==> config.mk <==
export PLATFORM = sky130hd
export DESIGN_NAME = dns_a_response_parser_top
export DESIGN_NICKNAME = d
export VERILOG_FILES = /design/src/dap_pkg.sv /design/src/dns_a_response_parser_top.sv /design/src/dap_parser.sv
export SDC_FILE = /design/constraint.sdc
export NUM_CORES = 1
export LEC_CHECK = 0
export BUFFER_PORTS_ARGS = -buffer_cell sky130_fd_sc_hd__buf_2
export CORE_MARGIN = 4
export CORE_UTILIZATION = 45
export DETAILED_ROUTE_END_ITERATION = 16
export SLEW_MARGIN = 20
export SYNTH_ARGS = -nofsm -noshare
export SYNTH_HDL_FRONTEND = slang
export SYNTH_SLANG_ARGS = --single-unit
==> constraint.sdc <==
create_clock -name clk_i -period 6.3 [get_ports clk_i]
set_input_delay 1.89 -clock clk_i [delete_from_list [all_inputs] [get_ports clk_i]]
set_output_delay 1.89 -clock clk_i [all_outputs]
set_load 0.02 [all_outputs]
==> src/dap_pkg.sv <==
// shared types and constants for the dns a-record reply parser
package dap_pkg;

  // apb address width: three 32-bit registers at byte offsets 0, 4 and 8
  localparam int unsigned PADDR_W = 4;
  localparam int unsigned PDATA_W = 32;

  localparam int unsigned ID_W   = 16;
  localparam int unsigned TTL_W  = 32;
  localparam int unsigned ADDR_W = 32;

  // register indexes (paddr[3:2])
  localparam logic [1:0] REG_EXPECTED_ID = 2'd0;
  localparam logic [1:0] REG_TTL_FLOOR   = 2'd1;
  localparam logic [1:0] REG_TTL_CEILING = 2'd2;

  // register reset values
  localparam logic [ID_W-1:0]  EXPECTED_ID_RST = 16'd0;
  localparam logic [TTL_W-1:0] TTL_FLOOR_RST   = 32'd30;
  localparam logic [TTL_W-1:0] TTL_CEILING_RST = 32'd3600;

  typedef enum logic [2:0] {
    ST_FOUND     = 3'd0,
    ST_BAD_ID    = 3'd1,
    ST_NOT_RESP  = 3'd2,
    ST_RCODE     = 3'd3,
    ST_MALFORMED = 3'd4,
    ST_NO_A      = 3'd5,
    ST_UNDECIDED = 3'd7
  } status_e;

  typedef struct packed {
    logic [2:0]        status;
    logic [ADDR_W-1:0] address;
    logic [TTL_W-1:0]  ttl;
  } result_t;

endpackage

==> src/dns_a_response_parser_top.sv <==
// top level of the dns a-record reply parser: input stage, apb registers, result register
//
// takes a dns reply one byte per transfer and, on the byte marked last, delivers one
// result: status, ipv4 address and clamped ttl of the first answer with class in,
// type a and data length 4. the header id is checked against expected_id, the
// response flag and a zero rcode are required, names are skipped (compression
// pointers end a name and are not followed). a new byte is taken every cycle;
// the only stall is a last byte whose result cannot move because the previous
// result still waits in the output register. the result is registered as the last
// byte leaves the input stage. ttl_floor is applied before ttl_ceiling, so the
// ceiling wins when they cross. registers sit on an apb port: expected_id at 0x0,
// ttl_floor at 0x4, ttl_ceiling at 0x8; write them only while no message is in flight
module dns_a_response_parser_top (
  input  logic                        clk_i,
  input  logic                        rst_ni,
  // byte stream
  input  logic                        in_valid_i,
  output logic                        in_ready_o,
  input  logic [7:0]                  data_byte_i,
  input  logic                        last_byte_i,
  // verdict
  output logic                        out_valid_o,
  input  logic                        out_ready_i,
  output logic [2:0]                  status_o,
  output logic [dap_pkg::ADDR_W-1:0]  address_o,
  output logic [dap_pkg::TTL_W-1:0]   ttl_out_o,
  // apb register port
  input  logic                        psel,
  input  logic                        penable,
  input  logic                        pwrite,
  input  logic [dap_pkg::PADDR_W-1:0] paddr,
  input  logic [dap_pkg::PDATA_W-1:0] pwdata,
  output logic [dap_pkg::PDATA_W-1:0] prdata,
  output logic                        pready
);

  logic [dap_pkg::ID_W-1:0]  expected_id_q;
  logic [dap_pkg::TTL_W-1:0] ttl_floor_q;
  logic [dap_pkg::TTL_W-1:0] ttl_ceiling_q;
  logic                      cfg_we;
  logic [1:0]                reg_idx;

  // input stage
  logic                      s1_valid_q;
  logic [7:0]                s1_byte_q;
  logic                      s1_last_q;
  logic                      s1_go;

  // output register
  logic                      out_valid_q;
  logic                      out_free;
  dap_pkg::result_t          res;
  dap_pkg::result_t          out_res_q;

  // ---------------- register port ----------------
  assign pready  = 1'b1;
  assign reg_idx = paddr[3:2];
  assign cfg_we  = psel && penable && pwrite;

  always_comb begin
    unique case (reg_idx)
      dap_pkg::REG_EXPECTED_ID: prdata = {{(dap_pkg::PDATA_W - dap_pkg::ID_W){1'b0}},
                                          expected_id_q};
      dap_pkg::REG_TTL_FLOOR:   prdata = ttl_floor_q;
      dap_pkg::REG_TTL_CEILING: prdata = ttl_ceiling_q;
      default:                  prdata = '0;
    endcase
  end

  always_ff @(posedge clk_i or negedge rst_ni) begin
    if (!rst_ni) begin
      expected_id_q <= dap_pkg::EXPECTED_ID_RST;
      ttl_floor_q   <= dap_pkg::TTL_FLOOR_RST;
      ttl_ceiling_q <= dap_pkg::TTL_CEILING_RST;
    end else if (cfg_we) begin
      unique case (reg_idx)
        dap_pkg::REG_EXPECTED_ID: expected_id_q <= pwdata[dap_pkg::ID_W-1:0];
        dap_pkg::REG_TTL_FLOOR:   ttl_floor_q   <= pwdata;
        dap_pkg::REG_TTL_CEILING: ttl_ceiling_q <= pwdata;
        default: ;  // unmapped offset, write dropped
      endcase
    end
  end

  // ---------------- flow control ----------------
  // a byte leaves the input stage unless it is a last byte facing a full output
  assign out_free   = !out_valid_q || out_ready_i;
  assign s1_go      = s1_valid_q && (!s1_last_q || out_free);
  assign in_ready_o = !s1_valid_q || s1_go;

  always_ff @(posedge clk_i or negedge rst_ni) begin
    if (!rst_ni) begin
      s1_valid_q <= 1'b0;
    end else if (in_valid_i && in_ready_o) begin
      s1_valid_q <= 1'b1;
    end else if (s1_go) begin
      s1_valid_q <= 1'b0;
    end
  end

  // payload only, no reset needed
  always_ff @(posedge clk_i) begin
    if (in_valid_i && in_ready_o) begin
      s1_byte_q <= data_byte_i;
      s1_last_q <= last_byte_i;
    end
  end

  // ---------------- parser ----------------
  dap_parser u_parser (
    .clk_i         (clk_i),
    .rst_ni        (rst_ni),
    .step_i        (s1_go),
    .byte_i        (s1_byte_q),
    .last_i        (s1_last_q),
    .expected_id_i (expected_id_q),
    .ttl_floor_i   (ttl_floor_q),
    .ttl_ceiling_i (ttl_ceiling_q),
    .res_o         (res)
  );

  // ---------------- result register ----------------
  always_ff @(posedge clk_i or negedge rst_ni) begin
    if (!rst_ni) begin
      out_valid_q <= 1'b0;
    end else if (s1_go && s1_last_q) begin
      out_valid_q <= 1'b1;
    end else if (out_ready_i) begin
      out_valid_q <= 1'b0;
    end
  end

  always_ff @(posedge clk_i) begin
    if (s1_go && s1_last_q) begin
      out_res_q <= res;
    end
  end

  assign out_valid_o = out_valid_q;
  assign status_o    = out_res_q.status;
  assign address_o   = out_res_q.address;
  assign ttl_out_o   = out_res_q.ttl;

endmodule

==> src/dap_parser.sv <==
// byte-wise dns reply walker: header checks, name skipping and answer record decode
module dap_parser (
  input  logic                      clk_i,
  input  logic                      rst_ni,
  input  logic                      step_i,
  input  logic [7:0]                byte_i,
  input  logic                      last_i,
  input  logic [dap_pkg::ID_W-1:0]  expected_id_i,
  input  logic [dap_pkg::TTL_W-1:0] ttl_floor_i,
  input  logic [dap_pkg::TTL_W-1:0] ttl_ceiling_i,
  output dap_pkg::result_t          res_o
);

  typedef enum logic [3:0] {
    PH_HEADER = 4'd0,
    PH_QNAME  = 4'd1,
    PH_QLABEL = 4'd2,
    PH_QPTR   = 4'd3,
    PH_QFIXED = 4'd4,
    PH_ANAME  = 4'd5,
    PH_ALABEL = 4'd6,
    PH_APTR   = 4'd7,
    PH_AFIXED = 4'd8,
    PH_ARDATA = 4'd9,
    PH_DONE   = 4'd10
  } phase_e;

  phase_e                    phase_q, phase_d;
  dap_pkg::status_e          verdict_q, verdict_d;
  logic [3:0]                fpos_q, fpos_d;
  logic [15:0]               qleft_q, qleft_d;
  logic [15:0]               aleft_q, aleft_d;
  logic [5:0]                lbl_q, lbl_d;
  logic [15:0]               rdlen_q, rdlen_d;
  logic [15:0]               rtype_q, rtype_d;
  logic [15:0]               rclass_q, rclass_d;
  logic [dap_pkg::TTL_W-1:0] rttl_q, rttl_d;
  logic [dap_pkg::ADDR_W-1:0] addr_q, addr_d;
  logic [7:0]                id_hi_q, id_hi_d;

  logic                      is_q_sect;
  logic                      match;
  logic [dap_pkg::TTL_W-1:0] ttl_lo;
  logic [dap_pkg::TTL_W-1:0] ttl_clamped;
  dap_pkg::status_e          status;

  assign is_q_sect   = (phase_q == PH_QNAME) || (phase_q == PH_QLABEL);
  assign match       = (rtype_q == 16'd1) && (rclass_q == 16'd1);
  // floor first, then ceiling
  assign ttl_lo      = (rttl_q < ttl_floor_i) ? ttl_floor_i : rttl_q;
  assign ttl_clamped = (ttl_lo > ttl_ceiling_i) ? ttl_ceiling_i : ttl_lo;

  always_comb begin
    phase_d   = phase_q;
    verdict_d = verdict_q;
    fpos_d    = fpos_q;
    qleft_d   = qleft_q;
    aleft_d   = aleft_q;
    lbl_d     = lbl_q;
    rdlen_d   = rdlen_q;
    rtype_d   = rtype_q;
    rclass_d  = rclass_q;
    rttl_d    = rttl_q;
    addr_d    = addr_q;
    id_hi_d   = id_hi_q;

    unique case (phase_q)
      PH_HEADER: begin
        unique case (fpos_q)
          4'd0: id_hi_d = byte_i;
          4'd1: begin
            if ({id_hi_q, byte_i} != expected_id_i) verdict_d = dap_pkg::ST_BAD_ID;
          end
          4'd2: begin
            if (verdict_q == dap_pkg::ST_UNDECIDED && !byte_i[7]) begin
              verdict_d = dap_pkg::ST_NOT_RESP;
            end
          end
          4'd3: begin
            if (verdict_q == dap_pkg::ST_UNDECIDED && byte_i[3:0] != 4'd0) begin
              verdict_d = dap_pkg::ST_RCODE;
            end
          end
          4'd4: qleft_d = {byte_i, 8'd0};
          4'd5: qleft_d = {qleft_q[15:8], byte_i};
          4'd6: aleft_d = {byte_i, 8'd0};
          4'd7: aleft_d = {aleft_q[15:8], byte_i};
          default: ;
        endcase
        if (fpos_q >= 4'd11) begin
          fpos_d = 4'd0;
          if (verdict_q != dap_pkg::ST_UNDECIDED) begin
            phase_d = PH_DONE;
          end else if (qleft_q != 16'd0) begin
            phase_d = PH_QNAME;
          end else if (aleft_q == 16'd0) begin
            verdict_d = dap_pkg::ST_NO_A;
            phase_d   = PH_DONE;
          end else begin
            phase_d = PH_ANAME;
          end
        end else begin
          fpos_d = fpos_q + 4'd1;
        end
      end

      PH_QNAME, PH_ANAME: begin
        if (byte_i == 8'd0) begin
          phase_d = is_q_sect ? PH_QFIXED : PH_AFIXED;
          fpos_d  = 4'd0;
        end else if (byte_i[7:6] == 2'b11) begin
          // compression pointer: one more byte, never followed
          phase_d = is_q_sect ? PH_QPTR : PH_APTR;
        end else if (byte_i > 8'd63) begin
          verdict_d = dap_pkg::ST_MALFORMED;
          phase_d   = PH_DONE;
        end else begin
          lbl_d   = byte_i[5:0];
          phase_d = is_q_sect ? PH_QLABEL : PH_ALABEL;
        end
      end

      PH_QLABEL, PH_ALABEL: begin
        lbl_d = lbl_q - 6'd1;
        if (lbl_d == 6'd0) phase_d = is_q_sect ? PH_QNAME : PH_ANAME;
      end

      PH_QPTR: begin
        phase_d = PH_QFIXED;
        fpos_d  = 4'd0;
      end

      PH_APTR: begin
        phase_d = PH_AFIXED;
        fpos_d  = 4'd0;
      end

      PH_QFIXED: begin
        if (fpos_q >= 4'd3) begin
          fpos_d  = 4'd0;
          qleft_d = qleft_q - 16'd1;
          if (qleft_d != 16'd0) begin
            phase_d = PH_QNAME;
          end else if (aleft_q == 16'd0) begin
            verdict_d = dap_pkg::ST_NO_A;
            phase_d   = PH_DONE;
          end else begin
            phase_d = PH_ANAME;
          end
        end else begin
          fpos_d = fpos_q + 4'd1;
        end
      end

      PH_AFIXED: begin
        unique case (fpos_q)
          4'd0: rtype_d  = {byte_i, 8'd0};
          4'd1: rtype_d  = {rtype_q[15:8], byte_i};
          4'd2: rclass_d = {byte_i, 8'd0};
          4'd3: rclass_d = {rclass_q[15:8], byte_i};
          4'd4, 4'd5, 4'd6, 4'd7: rttl_d = {rttl_q[23:0], byte_i};
          4'd8: rdlen_d  = {byte_i, 8'd0};
          default: rdlen_d = {rdlen_q[15:8], byte_i};
        endcase
        if (fpos_q >= 4'd9) begin
          fpos_d = 4'd0;
          if (rdlen_d != 16'd4) rtype_d = 16'd0;
          addr_d = '0;
          if (rdlen_d == 16'd0) begin
            aleft_d = aleft_q - 16'd1;
            if (aleft_d == 16'd0) begin
              verdict_d = dap_pkg::ST_NO_A;
              phase_d   = PH_DONE;
            end else begin
              phase_d = PH_ANAME;
            end
          end else begin
            phase_d = PH_ARDATA;
          end
        end else begin
          fpos_d = fpos_q + 4'd1;
        end
      end

      PH_ARDATA: begin
        if (match) addr_d = {addr_q[23:0], byte_i};
        rdlen_d = rdlen_q - 16'd1;
        if (rdlen_d == 16'd0) begin
          if (match) begin
            rttl_d    = ttl_clamped;
            verdict_d = dap_pkg::ST_FOUND;
            phase_d   = PH_DONE;
          end else begin
            addr_d  = '0;
            aleft_d = aleft_q - 16'd1;
            if (aleft_d == 16'd0) begin
              verdict_d = dap_pkg::ST_NO_A;
              phase_d   = PH_DONE;
            end else begin
              phase_d = PH_ANAME;
            end
          end
        end
      end

      default: ;
    endcase
  end

  // verdict for a message ending on this byte
  always_comb begin
    if (phase_d == PH_HEADER || verdict_d == dap_pkg::ST_UNDECIDED) begin
      status = dap_pkg::ST_MALFORMED;
    end else begin
      status = verdict_d;
    end
    res_o.status  = status;
    res_o.address = (status == dap_pkg::ST_FOUND) ? addr_d : '0;
    res_o.ttl     = (status == dap_pkg::ST_FOUND) ? rttl_d : '0;
  end

  always_ff @(posedge clk_i or negedge rst_ni) begin
    if (!rst_ni) begin
      phase_q   <= PH_HEADER;
      verdict_q <= dap_pkg::ST_UNDECIDED;
      fpos_q    <= '0;
      qleft_q   <= '0;
      aleft_q   <= '0;
      lbl_q     <= '0;
      rdlen_q   <= '0;
      rtype_q   <= '0;
      rclass_q  <= '0;
      rttl_q    <= '0;
      addr_q    <= '0;
      id_hi_q   <= '0;
    end else if (step_i) begin
      if (last_i) begin
        phase_q   <= PH_HEADER;
        verdict_q <= dap_pkg::ST_UNDECIDED;
        fpos_q    <= '0;
        qleft_q   <= '0;
        aleft_q   <= '0;
        lbl_q     <= '0;
        rdlen_q   <= '0;
        rtype_q   <= '0;
        rclass_q  <= '0;
        rttl_q    <= '0;
        addr_q    <= '0;
        id_hi_q   <= '0;
      end else begin
        phase_q   <= phase_d;
        verdict_q <= verdict_d;
        fpos_q    <= fpos_d;
        qleft_q   <= qleft_d;
        aleft_q   <= aleft_d;
        lbl_q     <= lbl_d;
        rdlen_q   <= rdlen_d;
        rtype_q   <= rtype_d;
        rclass_q  <= rclass_d;
        rttl_q    <= rttl_d;
        addr_q    <= addr_d;
        id_hi_q   <= id_hi_d;
      end
    end
  end

endmodule

==> flow_metrics.tcl, run 1 <==
set metrics [dict create \
    status "finished clean" \
    clk_latency_ns 0.56 \
    grt_usage 0.270 \
    syn_to_final_growth_pct 14.1 \
    first_pass_iters 6 \
    ys.flop_type "dfrtp_1" \
    grt_pass1_vias 17600 \
    drtIter0Drc 1730 \
    ys_async_sr_fraction 0.768 \
    ir_worst_vdd_mv 0.313 \
    vias_per_cell 6.27 \
    path_common_cell "buf_4" \
    synth.distinct_cells 90 \
    cp_top_family "compound AO/OA/AOI/OAI gates" \
    fin_total_pwr_mw 7.98 \
    synth_area_mm2 0.0199 \
    finalHoldWorstSlack_ns 0.478 \
    numPortBuffers 150 \
    cp.required_ns 6.60 \
    final_nets 2415 \
    htreeDepth 2 \
    layout.cells.non_filler 2896 \
    most-common-layout-cells "nand2_1, o21ai_0, dfrtp_1" \
    cts_sinks 327 \
    rsz0062_at_grt "no" \
    ant_nets 0 \
    route.detailed.drc 0 \
    place_area_mm2 0.0215 \
    vias 18200 \
    clkSlewWorstSetupHoldPaths_ns 0.06 \
    grt_max_degree 109 \
    max_freq_ghz 0.168 \
    place_inst 2828 \
    ys_seq_area_frac 0.432 \
    core-area_mm2 0.0434 \
    antenna_found_initial 0 \
    fin_skew_ns 0.0246 \
    die_h_um 218 \
    tightest_slew_ns 1.11 \
    io_pins 154 \
    drv_cap 0 \
    crit_start "ttl_floor_q[27]$_DFFE_PN0P_" \
    regToRegSetupSlack_ns 0.36 \
    rows 76 \
    synth_edf_count 76 \
    die_w_um 218 \
    overflow 0 \
    final_common_cell "nand2_1" \
    fin_crit_sh 0.942 \
    r2r_start "ttl_floor_q[27]$_DFFE_PN0P_" \
    crit_fanout 31 \
    cellLeakagePower_nw 9.29 \
    fin_area_mm2 0.0227 \
    initial_core_util 0.458 \
    tns_ns 0 \
    cp_num_buf_inv 5 \
    critPathSlowestCell "a2111oi_2" \
    ys.warnings.count 0 \
    endpoint "ttl_out_o[2]$_SDFFCE_PP0P_" \
    drt-total-wl_um 65700 \
    worstSetupEndpointType "flip-flop" \
    cts_made_buffers 38 \
    rr_worst_depth 22 \
    grt_pass1_wl_um 102000 \
    dp_hpwl_um 44700 \
    place.gp.congestion 0.952 \
    hold_path_class "reg2reg" \
    maxSlewHeadroom 0.250 \
    arrival_ns 6.24 \
    period_minus_slack_ns 5.94 \
    drive_gt1_frac 0.174 \
    diodes 0 \
    ctsLongestPathBuffers 3 \
    fp.dieArea_mm2 0.0475 \
    tritoncts "built" \
    max_stage_delay_ns 0.56 \
    drt-wirelength-per-cell_um 22.7 \
    synthesis.nets 2298 \
    cts-root-buf "clkbuf_16" \
    path_depth 22 \
    setup_viol 0 \
    synth-seq-cells 327 \
    power_density_mw_per_mm2 352 \
    cp_cell_sequence "inv_1 -> ha_1 -> a2111oi_0 -> o21ai_0 -> a221o_1 -> a2111oi_0 -> buf_4 -> a21oi_4 -> buf_4 -> nand2_1 -> o21ai_0 -> ha_1 -> a21o_1 -> a21o_1 -> a21oi_1 -> o32ai_1 -> a2111oi_2 -> buf_4 -> o2111a_1 -> buf_4 -> o21ai_0 -> a2111oi_2" \
    cp-start-kind "flip-flop" \
    post_cts_buffers 0 \
    syn_inst 2166 \
    syn_avg_cell_area_um2 9.17 \
    crit_type "reg2reg" \
    r2r_end "ttl_out_o[2]$_SDFFCE_PP0P_" \
    hold_violations 0 \
    slew_violations 0 \
]
[power breakdown]
part           internal, mW  total [mW]  switching [mW]
clock                  1.26        2.16           0.899
sequential             2.54        2.96           0.425
combinational          1.09        2.86            1.78
[kinds of logic after synthesis]
group	count (synthesis)	share of synthesized area
buffers and inverters	264	0.0538
XOR/XNOR	31	0.0137
AND/OR/NAND/NOR	683	0.166
AO/OA/AOI/OAI	741	0.264
flip-flops	327	0.432
multiplexers	39	0.0209
adder cells (fa/ha/maj)	80	0.0504
other	1	0.000189
[synth_stat cells, drive strengths merged, types with 36 or more instances]
cell / instances / area (um^2)
a22oi: 46 / 345
nor3: 48 / 260
nor2: 131 / 492
nor4: 60 / 409
a21oi: 76 / 384
o31ai: 36 / 280
a2111oi: 38 / 536
clkbuf: 133 / 503
nand2: 287 / 1080
ha: 80 / 1000
o21ai: 266 / 1340
dfrtp: 240 / 6010
edfxtp: 76 / 2280
a22o: 99 / 867
inv: 96 / 360
[flip-flops by register name, indices dropped and copies added, names as in the netlist, 3 cells and up]
signal / count
address_o: 32
expected_id_q: 16
s1_byte_q: 8
status_o: 3
ttl_ceiling_q: 32
ttl_floor_q: 32
ttl_out_o: 32
u_parser.addr_q: 32
u_parser.aleft_q: 16
u_parser.fpos_q: 4
u_parser.id_hi_q: 8
u_parser.lbl_q: 6
u_parser.phase_q: 4
u_parser.qleft_q: 16
u_parser.rclass_q: 16
u_parser.rdlen_q: 16
u_parser.rttl_q: 32
u_parser.rtype_q: 16
u_parser.verdict_q: 3
[through the flow]
stage | utilization | worst slack (ns)
finish | 0.523 | 0.363
global route | 0.523 | 0.00535
CTS | 0.522 | 0.133
detailed placement | 0.495 | 0.152
global placement | 0.495 | 0.285
floorplan | - | 0.727
[worst register-to-register path, cell delays in order, from the launching register on]
cell	delay, ns
dfrtp_1	0.37
inv_1	0.08
ha_1	0.30
a2111oi_0	0.37
o21ai_0	0.16
a221o_1	0.37
a2111oi_0	0.39
buf_4	0.20
a21oi_4	0.07
buf_4	0.23
nand2_1	0.11
o21ai_0	0.10
ha_1	0.32
a21o_1	0.17
a21o_1	0.18
a21oi_1	0.32
o32ai_1	0.17
a2111oi_2	0.41
buf_4	0.21
o2111a_1	0.22
buf_4	0.23
o21ai_0	0.14
a2111oi_2	0.56
[worst min-delay path by stage]
stage	slack [ns]	startpoint	endpoint	depth (start not counted)
6_report	0.48	u_parser.rclass_q[0]$_DFFE_PN0P_	u_parser.rclass_q[0]$_DFFE_PN0P_	2
5_1_grt	0.51	u_parser.rclass_q[11]$_DFFE_PN0P_	u_parser.rclass_q[11]$_DFFE_PN0P_	2
3_3_place_gp	0.46	u_parser.rclass_q[9]$_DFFE_PN0P_	u_parser.rclass_q[9]$_DFFE_PN0P_	2
4_1_cts	0.48	u_parser.rclass_q[15]$_DFFE_PN0P_	u_parser.rclass_q[15]$_DFFE_PN0P_	2
2_1_floorplan	0.44	u_parser.rclass_q[0]$_DFFE_PN0P_	u_parser.rclass_q[0]$_DFFE_PN0P_	2
3_5_place_dp	0.47	u_parser.rclass_q[15]$_DFFE_PN0P_	u_parser.rclass_q[15]$_DFFE_PN0P_	2
[what timing repair did]
| item | in CTS | in global routing |
|---|---|---|
| endpoints found under the hold margin | 0 | 0 |
| endpoints found under the setup margin | 0 | 20 |
| gates resized for setup | 0 | 2 |
| hold buffers | 0 | 0 |
[layer usage]
metal / wire length (um) / vias to the layer above / global-route usage / part of all wire
met5: 0 / - / 0 / 0
met4: 2100 / 0 / 0.0849 / 0.032
met3: 3870 / 130 / 0.0366 / 0.059
met2: 31200 / 680 / 0.449 / 0.47
met1: 28600 / 9000 / 0.368 / 0.43
li1: - / 8345 / - / -
[final cells by class]
| cell class | count | area, um^2 |
|---|---|---|
| flip-flops and latches | 327 | 8580 |
| multi-input cells | 1575 | 10300 |
| clock buffers | 57 | 1070 |
| repair buffers | 245 | 1510 |
| fillers | 3976 | 20700 |
| clock inverters | 11 | 105 |
| inverters | 96 | 360 |
| well taps | 585 | 732 |
No activity file was read; power rests on OpenSTA's default activity.
==> inputs of run 2 (changes only) <==
- BUFFER_PORTS_ARGS: -buffer_cell sky130_fd_sc_hd__buf_2 -> unset
- DONT_BUFFER_PORTS: unset -> 1
- SLEW_MARGIN: 20 -> unset
==> run 2 against run 1 <==
  * Global-route usage decreased by 1.1 points
  * Count of clock-buffer cells in the layout decreased by 1
  * Core utilization shrank 1.6 points
  * Wire length fell by 3.9%
  * Die area unchanged
  * Sequential power increased by 2%
  * Clock power rose by 8%
  * Setup slack gained 0.033 ns
  * Largest cell class unchanged
  * Final cell count down 5.6%
  * Highest routed layer unchanged
  * Combinational power shrank 6%
==> flow_metrics.tcl, run 2 (synthesis gave the netlist of run 1 again) <==
set metrics [dict create \
    status "finished clean" \
    setup_viol 0 \
    ff_latch_area_mm2 0.00858 \
    fin_crit_sh 0.937 \
    route.detailed.drc 0 \
    rows 76 \
    crit_fanout 29 \
    htreeDepth 2 \
    clk_latency_ns 0.57 \
    vias 17400 \
    initial_core_util 0.458 \
    clkSlewWorstSetupHoldPaths_ns 0.06 \
    place.gp.congestion 0.944 \
    tightest_slew_ns 1.15 \
    cts-root-buf "clkbuf_16" \
    cts_made_buffers 39 \
    vias_per_cell 6.36 \
    die_w_um 218 \
    cts_hold_buf 0 \
    hold_path_class "reg2reg" \
    drt-total-wl_um 63100 \
    antenna_found_initial 0 \
    tritoncts "built" \
    ctsLongestPathBuffers 3 \
    grt_max_degree 252 \
    multi_input_comb_area_mm2 0.0104 \
    crit_type "reg2reg" \
    power_density_mw_per_mm2 365 \
    dp_hpwl_um 42000 \
    place_area_mm2 0.0206 \
    final_util 0.507 \
    diodes 0 \
    final_nets 2250 \
    worstSetupEndpointType "flip-flop" \
    drive_gt1_frac 0.116 \
    tns_ns 0 \
    fin_skew_ns 0.0288 \
    place_inst 2662 \
    ir_worst_vdd_mv 0.207 \
    grt_usage 0.259 \
    slew_violations 0 \
    grt_pass1_vias 16800 \
    io_pins 154 \
    fin_area_mm2 0.0220 \
    cellLeakagePower_nw 8.66 \
    maxSlewHeadroom 0.228 \
    first_pass_iters 6 \
    ant_nets 0 \
    grt_pass1_wl_um 98100 \
    cts_sinks 327 \
    drtIter0Drc 1822 \
    fp.dieArea_mm2 0.0475 \
    hold_violations 0 \
    overflow 0 \
    period_minus_slack_ns 5.90 \
    drv_cap 0 \
    syn_to_final_growth_pct 10.7 \
    cp.required_ns 6.57 \
    die_h_um 218 \
    numPortBuffers 0 \
    max_freq_ghz 0.169 \
    final_common_cell "nand2_1" \
    rsz0062_at_grt "no" \
    drt-wirelength-per-cell_um 23.1 \
    nFillCells 4045 \
    most-common-layout-cells "nand2_1, o21ai_0, dfrtp_1" \
    core-area_mm2 0.0434 \
    layout.cells.non_filler 2734 \
    cp-start-kind "flip-flop" \
    arrival_ns 6.18 \
]
[run 2: cell types whose count changed in the layout (fill, tap and decap cells not counted), moves of 2 or more]
cell and delta:
buf_2 -149, buf_4 -17, a221oi_1 -5, a221oi_2 +5
clkbuf_1 -4, a2111oi_2 -2, a2111oi_4 +2, bufinv_16 +2
clkbuf_8 +2
[run 2: final timing paths]
kind	depth (start not counted)	endpoint	slack, ns	startpoint
max reg2reg	23	ttl_out_o[31]$_SDFFCE_PP0P_	0.40	ttl_floor_q[27]$_DFFE_PN0P_
min reg2reg	2	u_parser.rclass_q[13]$_DFFE_PN0P_	0.48	u_parser.rclass_q[13]$_DFFE_PN0P_
max	23	ttl_out_o[31]$_SDFFCE_PP0P_	0.40	ttl_floor_q[27]$_DFFE_PN0P_
min in group asynchronous	0	expected_id_q[11]$_DFFE_PN0P_	1.02	rst_ni
min	2	u_parser.rclass_q[13]$_DFFE_PN0P_	0.48	u_parser.rclass_q[13]$_DFFE_PN0P_
max in group asynchronous	0	u_parser.verdict_q[0]$_DFFE_PN1P_	4.84	rst_ni
[run 2: worst max-delay path, cell delays in order, from the launching register on]
cell	delay [ns]
dfrtp_1	0.38
inv_1	0.08
ha_1	0.30
a2111oi_0	0.35
o21ai_0	0.17
a221o_1	0.38
a2111oi_0	0.41
buf_4	0.20
a21oi_4	0.07
buf_4	0.23
nand2_1	0.09
o21ai_0	0.08
ha_1	0.30
nand4_1	0.24
nor2_2	0.31
nand3_1	0.15
a221oi_1	0.30
buf_4	0.19
a2111oi_2	0.04
buf_4	0.17
o2111a_1	0.26
buf_4	0.21
a221oi_1	0.51
a2111oi_2	0.16
[run 2: timing repair]
item / 4_1_cts / 5_1_grt
setup endpoints to repair: 0 / 23
buffers inserted: 0 / 0
resized for setup: 0 / 10
[run 2: routing by layer]
metal  vias to the layer above  share of wire  GRT usage  routed length [um]
li1                       8033              -          -                   -
met1                      8578           0.42      0.345               26500
met2                       657           0.48      0.427               30300
met3                       129          0.065     0.0460                4100
met4                         0          0.036     0.0927                2290
met5                         -              0          0                   0
[run 2: where the power goes]
part	leakage (nW)	internal [mW]	switching (mW)
combinational	4.00	1.01	1.67
sequential	4.01	2.54	0.479
clock	0.641	1.40	0.933
[run 2: layout make-up]
type | instances | share of cell area
clock inverters | 16 | 0.00911
multi-input cells | 1575 | 0.471
clock buffers | 56 | 0.0505
well taps | 585 | 0.0333
inverters | 96 | 0.0164
repair buffers | 79 | 0.0293
flip-flops and latches | 327 | 0.390
[run 2: per-stage QoR]
stage                     setup slack [ns]  total power [mW]  hold slack [ns]
after floorplan                      0.727              4.76            0.442
after global placement               0.370              5.59            0.461
after detailed placement             0.321              5.65            0.467
after CTS                            0.258              8.01            0.482
after global routing                0.0289              8.48            0.501
final                                0.396              8.03            0.479
